$ cat src/rtl/evest_pkg.sv
// ----------------------------------------------------------------------------
// evest_pkg
// Shared types, constants and register indexes for the encoder velocity
// estimator: word types, controller states and controller/datapath links.
// ----------------------------------------------------------------------------
package evest_pkg;

   // Default sizing
   localparam int COUNT_BITS_DEF    = 16;
   localparam int POSITION_BITS_DEF = 32;

   // Configuration port
   localparam int CSR_INDEX_W = 2;
   localparam int CSR_DATA_W  = 31;
   localparam int RATE_W      = 16;

   localparam logic [CSR_INDEX_W-1:0] CSR_SAMPLE_RATE = 2'd0;
   localparam logic [CSR_INDEX_W-1:0] CSR_RESOLUTION  = 2'd1;
   localparam logic [CSR_INDEX_W-1:0] CSR_THRESHOLD   = 2'd2;

   localparam logic [RATE_W-1:0]     SAMPLE_RATE_RST = 16'd1000;
   localparam logic [CSR_DATA_W-1:0] RESOLUTION_RST  = 31'd65536;
   localparam logic [CSR_DATA_W-1:0] THRESHOLD_RST   = 31'd66;

   // Input word
   typedef struct packed {
      logic signed [31:0] position_sample;
      logic               restart;
   } req_type;

   // Result word
   typedef struct packed {
      logic signed [31:0] velocity_estimate;
      logic               moved;
   } rsp_type;

   // Controller states
   typedef enum logic [1:0] {
      ST_IDLE,
      ST_MUL,
      ST_DIV,
      ST_DONE
   } state_type;

   // Controller to datapath
   typedef struct packed {
      logic load;
      logic mul;
      logic div;
      logic finish;
   } cmd_type;

   // Datapath to controller
   typedef struct packed {
      logic out_free;
   } stat_type;

endpackage

$ cat src/rtl/evest_ctrl.sv
// ----------------------------------------------------------------------------
// evest_ctrl
// Sequencer: takes a word, does the rate multiply, steps the divider, then
// waits for the output register before going back to idle.
// ----------------------------------------------------------------------------
module evest_ctrl #(
   parameter int DIV_STEPS = 25
) (
   input  logic               clock,
   input  logic               reset,
   input  logic               req_valid,
   output logic               req_ready,
   input  evest_pkg::stat_type stat,
   output evest_pkg::cmd_type  cmd
);

   localparam int STEP_W = (DIV_STEPS > 1) ? $clog2(DIV_STEPS) : 1;
   localparam logic [STEP_W-1:0] LAST_STEP = STEP_W'(DIV_STEPS - 1);

   evest_pkg::state_type state_ff, state_in;
   logic [STEP_W-1:0]    step_ff, step_in;

   // State and step counter
   always_ff @(posedge clock) begin
      if (reset) begin
         state_ff <= evest_pkg::ST_IDLE;
         step_ff  <= '0;
      end else begin
         state_ff <= state_in;
         step_ff  <= step_in;
      end
   end

   // Next state and commands
   always_comb begin
      state_in   = state_ff;
      step_in    = step_ff;
      req_ready  = 1'b0;
      cmd        = '0;
      case (state_ff)
         evest_pkg::ST_IDLE: begin
            req_ready = 1'b1;
            if (req_valid) begin
               cmd.load = 1'b1;
               state_in = evest_pkg::ST_MUL;
            end
         end
         evest_pkg::ST_MUL: begin
            cmd.mul  = 1'b1;
            step_in  = '0;
            state_in = evest_pkg::ST_DIV;
         end
         evest_pkg::ST_DIV: begin
            cmd.div = 1'b1;
            step_in = step_ff + 1'b1;
            if (step_ff == LAST_STEP) begin
               state_in = evest_pkg::ST_DONE;
            end
         end
         evest_pkg::ST_DONE: begin
            if (stat.out_free) begin
               cmd.finish = 1'b1;
               state_in   = evest_pkg::ST_IDLE;
            end
         end
         default: begin
            state_in = evest_pkg::ST_IDLE;
         end
      endcase
   end

`ifndef NO_ASSERTIONS
   // Divider does not leave before its last step, ahead of the result stage
   a_div_len: assert property (@(posedge clock) disable iff (reset)
      (state_ff == evest_pkg::ST_DIV && step_ff != LAST_STEP)
         |=> state_ff == evest_pkg::ST_DIV)
      else $error("divider left early");
   a_step_range: assert property (@(posedge clock) disable iff (reset)
      state_ff == evest_pkg::ST_DIV |-> step_ff <= LAST_STEP)
      else $error("step counter out of range");
`endif

endmodule

$ cat src/rtl/evest_dp.sv
// ----------------------------------------------------------------------------
// evest_dp
// Datapath: configuration registers, estimator state, delta and deadband
// check, rate multiply, radix-4 restoring divider, saturation and clamp,
// and the result register.
// ----------------------------------------------------------------------------
module evest_dp #(
   parameter int COUNT_BITS    = evest_pkg::COUNT_BITS_DEF,
   parameter int POSITION_BITS = evest_pkg::POSITION_BITS_DEF,
   parameter int OP_W          = 33,
   parameter int PW            = 50
) (
   input  logic                                clock,
   input  logic                                reset,
   input  logic                                csr_we,
   input  logic [evest_pkg::CSR_INDEX_W-1:0]   csr_index,
   input  logic [evest_pkg::CSR_DATA_W-1:0]    csr_wdata,
   input  evest_pkg::req_type                  req_data,
   input  evest_pkg::cmd_type                  cmd,
   output evest_pkg::stat_type                 stat,
   output logic                                rsp_valid,
   input  logic                                rsp_ready,
   output evest_pkg::rsp_type                  rsp_data
);

   localparam int PB    = POSITION_BITS;
   localparam int CB    = COUNT_BITS;
   localparam int MAG_W = PB + 1;
   localparam int PW0   = OP_W + evest_pkg::RATE_W;
   localparam logic [63:0] SAT_LIM = 64'h1_0000_0000;

   // Configuration
   logic [evest_pkg::RATE_W-1:0]     rate_ff;
   logic [evest_pkg::CSR_DATA_W-1:0] res_ff;
   logic [evest_pkg::CSR_DATA_W-1:0] thr_ff;

   // Estimator state
   logic                 started_ff;
   logic signed [PB-1:0] ref_ff;
   logic [31:0]          held_ff;
   logic [CB-1:0]        cnt_ff;

   // Per-word working registers
   logic [CB-1:0]   div_ff;
   logic [OP_W-1:0] op_ff;
   logic            neg_ff;
   logic            moved_ff;
   logic            big_ff;
   logic [PW-1:0]   dvd_ff, dvd_in;
   logic [CB-1:0]   rem_ff, rem_in;

   evest_pkg::rsp_type rsp_ff;
   logic               rsp_valid_ff;

   // Load-stage signals
   logic signed [PB-1:0] pos;
   logic                 fresh;
   logic signed [PB-1:0] ref_base;
   logic [MAG_W-1:0]     delta;
   logic [MAG_W-1:0]     mag;
   logic                 moved;
   logic [CB-1:0]        cnt_base;
   logic [CB-1:0]        cnt_inc;
   logic [PW0-1:0]       prod;
   logic                 big;

   // Result-stage signals
   logic [32:0] res33;
   logic [31:0] vel_moved;
   logic [30:0] bound;
   logic        hneg;
   logic [31:0] hmag;
   logic [31:0] vel_held;
   logic [31:0] held_in;

   // Configuration writes
   always_ff @(posedge clock) begin
      if (reset) begin
         rate_ff <= evest_pkg::SAMPLE_RATE_RST;
         res_ff  <= evest_pkg::RESOLUTION_RST;
         thr_ff  <= evest_pkg::THRESHOLD_RST;
      end else if (csr_we) begin
         case (csr_index)
            evest_pkg::CSR_SAMPLE_RATE: rate_ff <= csr_wdata[evest_pkg::RATE_W-1:0];
            evest_pkg::CSR_RESOLUTION:  res_ff  <= csr_wdata;
            evest_pkg::CSR_THRESHOLD:   thr_ff  <= csr_wdata;
            default: ;
         endcase
      end
   end

   // Delta against the reference and deadband test
   always_comb begin
      pos      = PB'(req_data.position_sample);
      fresh    = req_data.restart || !started_ff;
      ref_base = fresh ? pos : ref_ff;
      delta    = {pos[PB-1], pos} - {ref_base[PB-1], ref_base};
      mag      = delta[PB] ? (~delta + 1'b1) : delta;
      moved    = ({{31{1'b0}}, mag} > {{MAG_W{1'b0}}, thr_ff});
      cnt_base = fresh ? '0 : cnt_ff;
      cnt_inc  = (cnt_base == '1) ? cnt_base : cnt_base + 1'b1;
   end

   // Rate multiply and quotient overflow check
   always_comb begin
      prod = PW0'(op_ff) * PW0'(rate_ff);
      big  = (({{CB{1'b0}}, op_ff} >> 32) >= {{OP_W{1'b0}}, div_ff});
   end

   // Two restoring division steps per cycle
   always_comb begin
      logic [CB:0]   t;
      logic [CB-1:0] r;
      logic [PW-1:0] x;
      r = rem_ff;
      x = dvd_ff;
      for (int i = 0; i < 2; i++) begin
         t = {r, x[PW-1]};
         x = {x[PW-2:0], 1'b0};
         if (t >= {1'b0, div_ff}) begin
            t    = t - {1'b0, div_ff};
            x[0] = 1'b1;
         end
         r = t[CB-1:0];
      end
      rem_in = r;
      dvd_in = x;
   end

   // Saturate the quotient, then new velocity or clamped held velocity
   always_comb begin
      if (big_ff || (dvd_ff > PW'(SAT_LIM))) begin
         res33 = 33'h1_0000_0000;
      end else begin
         res33 = dvd_ff[32:0];
      end
      if (neg_ff) begin
         vel_moved = (res33 >= 33'h0_8000_0000) ? 32'h8000_0000 : (32'd0 - res33[31:0]);
      end else begin
         vel_moved = (res33 > 33'h0_7FFF_FFFF) ? 32'h7FFF_FFFF : res33[31:0];
      end
      bound = (res33 > 33'h0_7FFF_FFFF) ? 31'h7FFF_FFFF : res33[30:0];
      hneg  = held_ff[31];
      hmag  = hneg ? (32'd0 - held_ff) : held_ff;
      if (hmag > {1'b0, bound}) begin
         vel_held = hneg ? (32'd0 - {1'b0, bound}) : {1'b0, bound};
      end else begin
         vel_held = held_ff;
      end
      held_in = moved_ff ? vel_moved : vel_held;
   end

   // Control state
   always_ff @(posedge clock) begin
      if (reset) begin
         started_ff   <= 1'b0;
         held_ff      <= '0;
         cnt_ff       <= '0;
         ref_ff       <= '0;
         rsp_valid_ff <= 1'b0;
      end else begin
         if (cmd.load) begin
            started_ff <= 1'b1;
            ref_ff     <= moved ? pos : ref_base;
            cnt_ff     <= moved ? '0 : cnt_inc;
            if (fresh) begin
               held_ff <= '0;
            end
         end
         if (cmd.finish) begin
            held_ff      <= held_in;
            rsp_valid_ff <= 1'b1;
         end else if (rsp_ready) begin
            rsp_valid_ff <= 1'b0;
         end
      end
   end

   // Working registers and result payload
   always_ff @(posedge clock) begin
      if (cmd.load) begin
         div_ff   <= cnt_inc;
         op_ff    <= moved ? OP_W'(mag) : OP_W'(res_ff);
         neg_ff   <= delta[PB];
         moved_ff <= moved;
      end
      if (cmd.mul) begin
         dvd_ff <= PW'(prod);
         rem_ff <= '0;
         big_ff <= big;
      end else if (cmd.div) begin
         dvd_ff <= dvd_in;
         rem_ff <= rem_in;
      end
      if (cmd.finish) begin
         rsp_ff.velocity_estimate <= held_in;
         rsp_ff.moved             <= moved_ff;
      end
   end

   assign stat.out_free = !rsp_valid_ff || rsp_ready;
   assign rsp_valid     = rsp_valid_ff;
   assign rsp_data      = rsp_ff;

`ifndef NO_ASSERTIONS
   // Count is at least one wherever it divides
   a_div_nonzero: assert property (@(posedge clock) disable iff (reset)
      cmd.div |-> div_ff != '0)
      else $error("divide by zero count");
   // Partial remainder stays below the divisor
   a_rem_bound: assert property (@(posedge clock) disable iff (reset)
      cmd.div |-> rem_ff < div_ff)
      else $error("remainder out of range");
   // A passed deadband leaves the sample count cleared
   a_move_clears: assert property (@(posedge clock) disable iff (reset)
      (cmd.finish && moved_ff) |-> cnt_ff == '0)
      else $error("count not cleared after move");
`endif

endmodule

$ cat src/rtl/encoder_velocity_estimator.sv
// ----------------------------------------------------------------------------
// encoder_velocity_estimator
// Each word passes the rate multiply, then the radix-4 serial divider, then
// the result register that drives rsp_valid. A new word is accepted only once
// the previous one has entered the result register, which waits while
// rsp_ready holds an earlier result there.
// Reset is synchronous: config returns to defaults, estimator unstarted.
// ----------------------------------------------------------------------------
module encoder_velocity_estimator #(
   parameter int COUNT_BITS    = evest_pkg::COUNT_BITS_DEF,
   parameter int POSITION_BITS = evest_pkg::POSITION_BITS_DEF
) (
   input  logic                              clock,
   input  logic                              reset,
   input  logic                              csr_we,
   input  logic [evest_pkg::CSR_INDEX_W-1:0] csr_index,
   input  logic [evest_pkg::CSR_DATA_W-1:0]  csr_wdata,
   input  logic                              req_valid,
   output logic                              req_ready,
   input  evest_pkg::req_type                req_data,
   output logic                              rsp_valid,
   input  logic                              rsp_ready,
   output evest_pkg::rsp_type                rsp_data
);

   localparam int MAG_W     = POSITION_BITS + 1;
   localparam int OP_W      = (MAG_W > evest_pkg::CSR_DATA_W) ? MAG_W : evest_pkg::CSR_DATA_W;
   localparam int PW0       = OP_W + evest_pkg::RATE_W;
   localparam int PW        = PW0 + (PW0 % 2);
   localparam int DIV_STEPS = PW / 2;

   evest_pkg::cmd_type  cmd;
   evest_pkg::stat_type stat;

   evest_ctrl #(
      .DIV_STEPS (DIV_STEPS)
   ) u_ctrl (
      .clock     (clock),
      .reset     (reset),
      .req_valid (req_valid),
      .req_ready (req_ready),
      .stat      (stat),
      .cmd       (cmd)
   );

   evest_dp #(
      .COUNT_BITS    (COUNT_BITS),
      .POSITION_BITS (POSITION_BITS),
      .OP_W          (OP_W),
      .PW            (PW)
   ) u_dp (
      .clock     (clock),
      .reset     (reset),
      .csr_we    (csr_we),
      .csr_index (csr_index),
      .csr_wdata (csr_wdata),
      .req_data  (req_data),
      .cmd       (cmd),
      .stat      (stat),
      .rsp_valid (rsp_valid),
      .rsp_ready (rsp_ready),
      .rsp_data  (rsp_data)
   );

endmodule

$ cat config.mk
export PLATFORM = sky130hd
export DESIGN_NAME = encoder_velocity_estimator
export DESIGN_NICKNAME = d
export VERILOG_FILES = /design/src/rtl/evest_pkg.sv /design/src/rtl/evest_ctrl.sv /design/src/rtl/evest_dp.sv /design/src/rtl/encoder_velocity_estimator.sv
export SDC_FILE = /design/constraint.sdc
export NUM_CORES = 2
export LEC_CHECK = 0
export BUFFER_PORTS_ARGS = -buffer_cell sky130_fd_sc_hd__buf_2
export CAP_MARGIN = 20
export CORE_ASPECT_RATIO = 1.1
export CORE_MARGIN = 1.5
export CORE_UTILIZATION = 62
export DETAILED_ROUTE_END_ITERATION = 8
export GPL_ROUTABILITY_DRIVEN = 0
export HOLD_SLACK_MARGIN = 0.02
export PLACE_DENSITY_LB_ADDON = 0.08
export SLEW_MARGIN = 20
export SYNTH_ARGS = -nofsm -noshare
export SYNTH_HDL_FRONTEND = slang
export SYNTH_SLANG_ARGS = --single-unit
export TNS_END_PERCENT = 5
$ cat constraint.sdc
create_clock -name clock -period 10.1 [get_ports clock]
set_input_delay 0 -clock clock [delete_from_list [all_inputs] [get_ports clock]]
set_output_delay 0 -clock clock [all_outputs]
set_load 0.05 [all_outputs]
Word level (Yosys, flattened, before mapping)

Cells that the tools add are included.
W data, S select, Z words.

Register bits: 318
Output and inout bits: 35

Add/sub/neg operators: 9
Multipliers: 1
Order comparisons: 8
Eq/ne operators: 10
Mux-type cells: 39
Bitwise gates (word level): 1
Reductions and logical operators: 17

Operator list:

| cell                    | number |
|---|---|
| $mux W32                | 12 |
| $mux W49                | 2 |
| $mux W16                | 5 |
| $mux W33                | 2 |
| $sub A1 B32 Y32 const A | 2 |
| $mux W31                | 2 |
| $gt A50 B33 Y1 const B  | 1 |
| $mul A33 B16 Y49        | 1 |
| $ge A17 B16 Y1          | 2 |
| $add A33 B1 Y33 const B | 1 |
| $ge A33 B32 Y1 const B  | 1 |
| $gt A33 B31 Y1          | 1 |
| $gt A33 B31 Y1 const B  | 1 |
| $not A33 Y33            | 1 |
| $sub A32 B32 Y33        | 1 |
| $gt A32 B31 Y1          | 1 |
| $sub A1 B31 Y32 const A | 1 |
| $sub A16 B16 Y16        | 2 |
| $add A16 B1 Y16 const B | 1 |
| $eq A16 B16 Y1 const B  | 1 |
| $ge A1 B16 Y1           | 1 |
| $mux W1                 | 11 |
| $pmux W5 S2             | 1 |
| $reduce_bool A2 Y1      | 5 |
| other kinds (13)        | 26 |

Depth between registers and ports, before layout

Depth in word-level cells: 10
Mapped depth: 34
Mapped depth without buffers: 28

By module

Synthesis repeated with hierarchy kept, for this count alone.

Cells, all modules: 4532
Area, all modules: 39449.1 um2

By module, submodules not included:

| module     | times used | cells each | area each (um2) | seq. area each (um2) |
|---|---|---|---|---|
| evest_dp   | 1          | 4487       | 39032.4         | 7567.3 |
| evest_ctrl | 1          | 45         | 416.6           | 140.1 |

Least setup slack after synthesis

No wires, ideal clock.

Path type: register to register
From: register u_dp.rate_ff[6] (netlist bit)
To: register u_dp.dvd_ff[47] (data pin)
Setup time: 0.256 ns
Data arrival time: 6.898 ns
Required time: 9.844 ns
Slack: 2.946 ns
Cell stages (with the launch flop): 25
Buffers on the path: 2
Clock period less this slack: 7.154 ns
Path through: dfxtp_1 > clkbuf_1 > clkbuf_1 > nand2_1 > fa_1 > inv_1 > fa_1 > inv_1 > fa_1 > fa_1 > fa_1 > inv_1 > fa_1 > ha_1 > a21oi_1 > o211ai_1 > nand3_1 > nand2_1 > a221oi_1 > o31ai_1 > a311oi_1 > o31ai_1 > o211a_1 > or3_1 > a31o_2

Word-level cells in the longest chain between the ends: 2

Ends and longest elaborated chain:

| item                     | line            | RTL |
|---|---|---|
| start: declaration       | evest_dp.sv:33  | `logic [evest_pkg::RATE_W-1:0] rate_ff;` |
| start signal: assignment | evest_dp.sv:79  | `rate_ff <= evest_pkg::SAMPLE_RATE_RST;` |
| start signal: assignment | evest_dp.sv:84  | `evest_pkg::CSR_SAMPLE_RATE: rate_ff <= csr_wdata[evest_pkg::RATE_W-1:0];` |
| $mul A33 B16 Y49         | evest_dp.sv:106 | `prod = PW0'(op_ff) * PW0'(rate_ff);` |
| $mux W49                 | evest_dp.sv:187 | `if (cmd.mul) begin` |
| end signal: assignment   | evest_dp.sv:188 | `dvd_ff <= PW'(prod);` |
| end signal: assignment   | evest_dp.sv:192 | `dvd_ff <= dvd_in;` |
| end: declaration         | evest_dp.sv:49  | `logic [PW-1:0] dvd_ff, dvd_in;` |

No other way between the ends.
A chain may end at the register's enable or synchronous reset.

Worst setup path in the final report

From: register u_dp.started_ff
To: register u_dp.ref_ff[22]

Word-level cells in the longest chain between the ends: 9

Ends and longest elaborated chain:

| item                     | line            | RTL |
|---|---|---|
| start: declaration       | evest_dp.sv:38  | `logic started_ff;` |
| start signal: assignment | evest_dp.sv:156 | `started_ff <= 1'b0;` |
| start signal: assignment | evest_dp.sv:163 | `started_ff <= 1'b1;` |
| $logic_not A1 Y1 (*)     | evest_dp.sv:95  | `fresh = req_data.restart \|\| !started_ff;` |
| $logic_or A1 B1 Y1 (*)   | evest_dp.sv:95  |  |
| $mux W32 (*)             | evest_dp.sv:96  | `ref_base = fresh ? pos : ref_ff;` |
| $sub A32 B32 Y33         | evest_dp.sv:97  | `delta = {pos[PB-1], pos} - {ref_base[PB-1], ref_base};` |
| $not A33 Y33             | evest_dp.sv:98  | `mag = delta[PB] ? (~delta + 1'b1) : delta;` |
| $add A33 B1 Y33          | evest_dp.sv:98  |  |
| $mux W33                 | evest_dp.sv:98  |  |
| $gt A33 B31 Y1           | evest_dp.sv:99  | `moved = ({{31{1'b0}}, mag} > {{MAG_W{1'b0}}, thr_ff});` |
| $mux W32 (*)             | evest_dp.sv:164 | `ref_ff <= moved ? pos : ref_base;` |
| end signal: assignment   | evest_dp.sv:164 |  |
| end: declaration         | evest_dp.sv:39  | `logic signed [PB-1:0] ref_ff;` |

Every way passes the cells marked *; elsewhere a longest branch is shown, timed or not.

==> reports/results.ini <==
[timing]
hold_ws_ns = 0.131
relSlewSlack_pct = 23.1
rsz0062_at_grt = no
period_share_pct = 84.6
setup_violations = 0
finalMaxSlewViolations = 0
hold_viol = 0
fin_skew_ns = 0.0333
fmax_mhz = 117
min_period_ns = 8.55
tightest_slew_ns = 1.15
tns_ns = 0

[clock_network]
cts_tree = built
root_buffer = clkbuf_16
cts_resized = 0
ctsHtreeMaxLevel = 2
max-clock-path-buffers = 3
cts-buffers-inserted = 38
clk_latency_ns = 0.58
cts.sinks = 318
clk_pin_slew_worst_paths_ns = 0.07

[worst_setup_path]
worstPathRequired_ns = 10.56
cp-end-kind = flip-flop
critical_path_arrival_ns = 9.01
cpMaxStageDelayCell = nor4_1
max_stage_delay_ns = 0.60
start_kind = flip-flop
cp_max_fo = 23
critPathKind = reg2reg

[layout]
fin_util_pct = 68.2
fin_cells = 5229
drive_gt1_share_pct = 7.95
final_nets = 5148
n_antenna_cell = 0
area_growth_pct = 8.10

[place]
dp.final_hpwl_um = 78100
numPortBuffers = 105
placed_cells = 5084

[global_routing]
use_met1_pct = 41.7
antenna_found_initial = 0
overflow = 0
grt_pass1_wl_um = 167000
use_met3_pct = 4.68
track_usage_pct = 33.5
grt_max_degree = 106
busiest_layer = met2
gr-usage-met2_pct = 58.8
grt_pass1_vias = 31700

[synthesis]
synthFlopType = dfxtp_1
async_flop_share_pct = 0
ys_top_cells_by_count = nand2_1 (669), inv_1 (512), fa_1 (435), a21oi_1 (267), ha_1 (259)
yosys.area.top_type_share_pct = 22.9
synth_edf_count = 134
post_synth_instance_area_um2 = 38000
yosysTopAreaCell = fa_1
yosysWarnings = 0
syn_nets = 5101
syn_area_per_cell_um2 = 8.76
synth-seq-cells = 318
synth_area_leaders = fa_1 (23%), edfxtp_1 (11%), dfxtp_1 (9.7%)
synth_cells = 4336
synth_most_common_cell = nand2_1
yosysSeqAreaShare_pct = 20.3
yosysUniqueCellTypes = 95

[min_path]
hp-class = in2reg

[die]
initial_core_util_pct = 63.0
die_h_um = 263
core_area_um2 = 60200
io_pins = 106
dieArea_um2 = 62700
die_x_um = 239
rows = 94

[routing]
drc = 0
ant_nets = 0
drtIter0Drc = 2460
first_pass_iters = 9
routed_wl_um = 104000
routedWlPerCell_um = 19.8
vias = 31500
via_per_inst = 6.03

[job]
cap_violations = 0

[run_status]
status = completed

## critical path: cells and delay by family, from the launching register on
| family | cells | cell delay (ns) |
|---|---|---|
| compound gates | 4 | 1.02 |
| xor+xnor | 2 | 0.58 |
| fa+ha+maj | 2 | 0.58 |
| buf+inv | 5 | 1.51 |
| flops | 1 | 0.32 |
| mux | 2 | 0.30 |
| simple gates | 13 | 4.09 |
## registers in the layout (all words and copies together) (netlist names), 5 cells and up
signal	count
u_dp.rsp_data	33
u_dp.cnt_ff	16
u_dp.ref_ff	32
u_dp.held_ff	32
u_dp.res_ff	31
u_dp.thr_ff	31
u_dp.dvd_ff	50
u_dp.rate_ff	16
u_dp.div_ff	16
u_ctrl.step_ff	5
u_dp.rem_ff	16
u_dp.op_ff	33
## cells by family after synthesis
logic type      Yosys count  synth area share, %
compound gates          768                 13.2
xor+xnor                178                 4.11
fa+ha+maj               694                 31.5
buf+inv                 747                 7.59
flops                   318                 20.3
mux                     184                 5.09
simple gates           1447                 18.2
## routing by layer
layer,share of wire [%],wire (um)
met2,50,51700
met1,39,40700
met4,4.0,4100
met5,0,0
met3,6.8,7080
## per-stage QoR
stage                     instance area, um2  worst slack [ns]
final                                  41000              1.55
after CTS                              41000              1.85
after global routing                   41000              1.21
after global placement                 39100              2.10
after detailed placement               39100              2.07
after floorplan                        38000              2.95
## layout make-up
cell class	count	area [um2]
Multi-Input combinational cell	3271	27400
Tap cell	816	1020
Timing Repair Buffer	241	1740
Sequential cell	318	7710
Fill cell	5059	19200
Clock buffer	50	1070
Clock inverter	20	161
Inverter	513	1930
## layout by cell type (no fill, tap or decap), types with 25 or more instances in the layout
cell type | netlist | layout
buf_4 | 8 | 62
a21oi_1 | 267 | 267
fa_1 | 435 | 435
mux2_2 | 69 | 69
buf_2 | 13 | 104
and2_1 | 189 | 189
xor2_1 | 66 | 66
a21o_1 | 68 | 68
clkbuf_16 | 0 | 39
a211oi_1 | 25 | 25
inv_1 | 512 | 511
mux2i_1 | 113 | 113
nand4_1 | 49 | 49
edfxtp_1 | 134 | 134
a22o_1 | 27 | 27
nor3_1 | 53 | 53
nor2_1 | 187 | 183
ha_1 | 259 | 257
nand2_1 | 669 | 669
o21ai_0 | 122 | 122
nor4_1 | 26 | 26
dfxtp_1 | 184 | 181
xnor2_1 | 112 | 112
or3_1 | 30 | 30
nand2b_1 | 81 | 80
nand3_1 | 52 | 52
dlygate4sd3_1 | 0 | 75
## what timing repair did
| action | CTS | global route |
|---|---|---|
| endpoints found under the hold margin | 121 | 0 |
| buffers inserted | 0 | 0 |
| hold buffers | 75 | 0 |
## final timing paths
check / start / to / slack (ns) / cells past startpoint
setup / recovery: u_dp.started_ff / u_dp.ref_ff[22] / 1.55 / 28
hold / removal: csr_we / u_dp.thr_ff[27] / 0.13 / 5
setup reg to reg: u_dp.started_ff / u_dp.ref_ff[22] / 1.55 / 28
hold reg to reg: u_dp.thr_ff[24] / u_dp.thr_ff[24] / 0.45 / 2
Power is left out: the tool's default activity adds up to more than one toggle a clock period on the data nets, which glitch-free logic cannot reach.
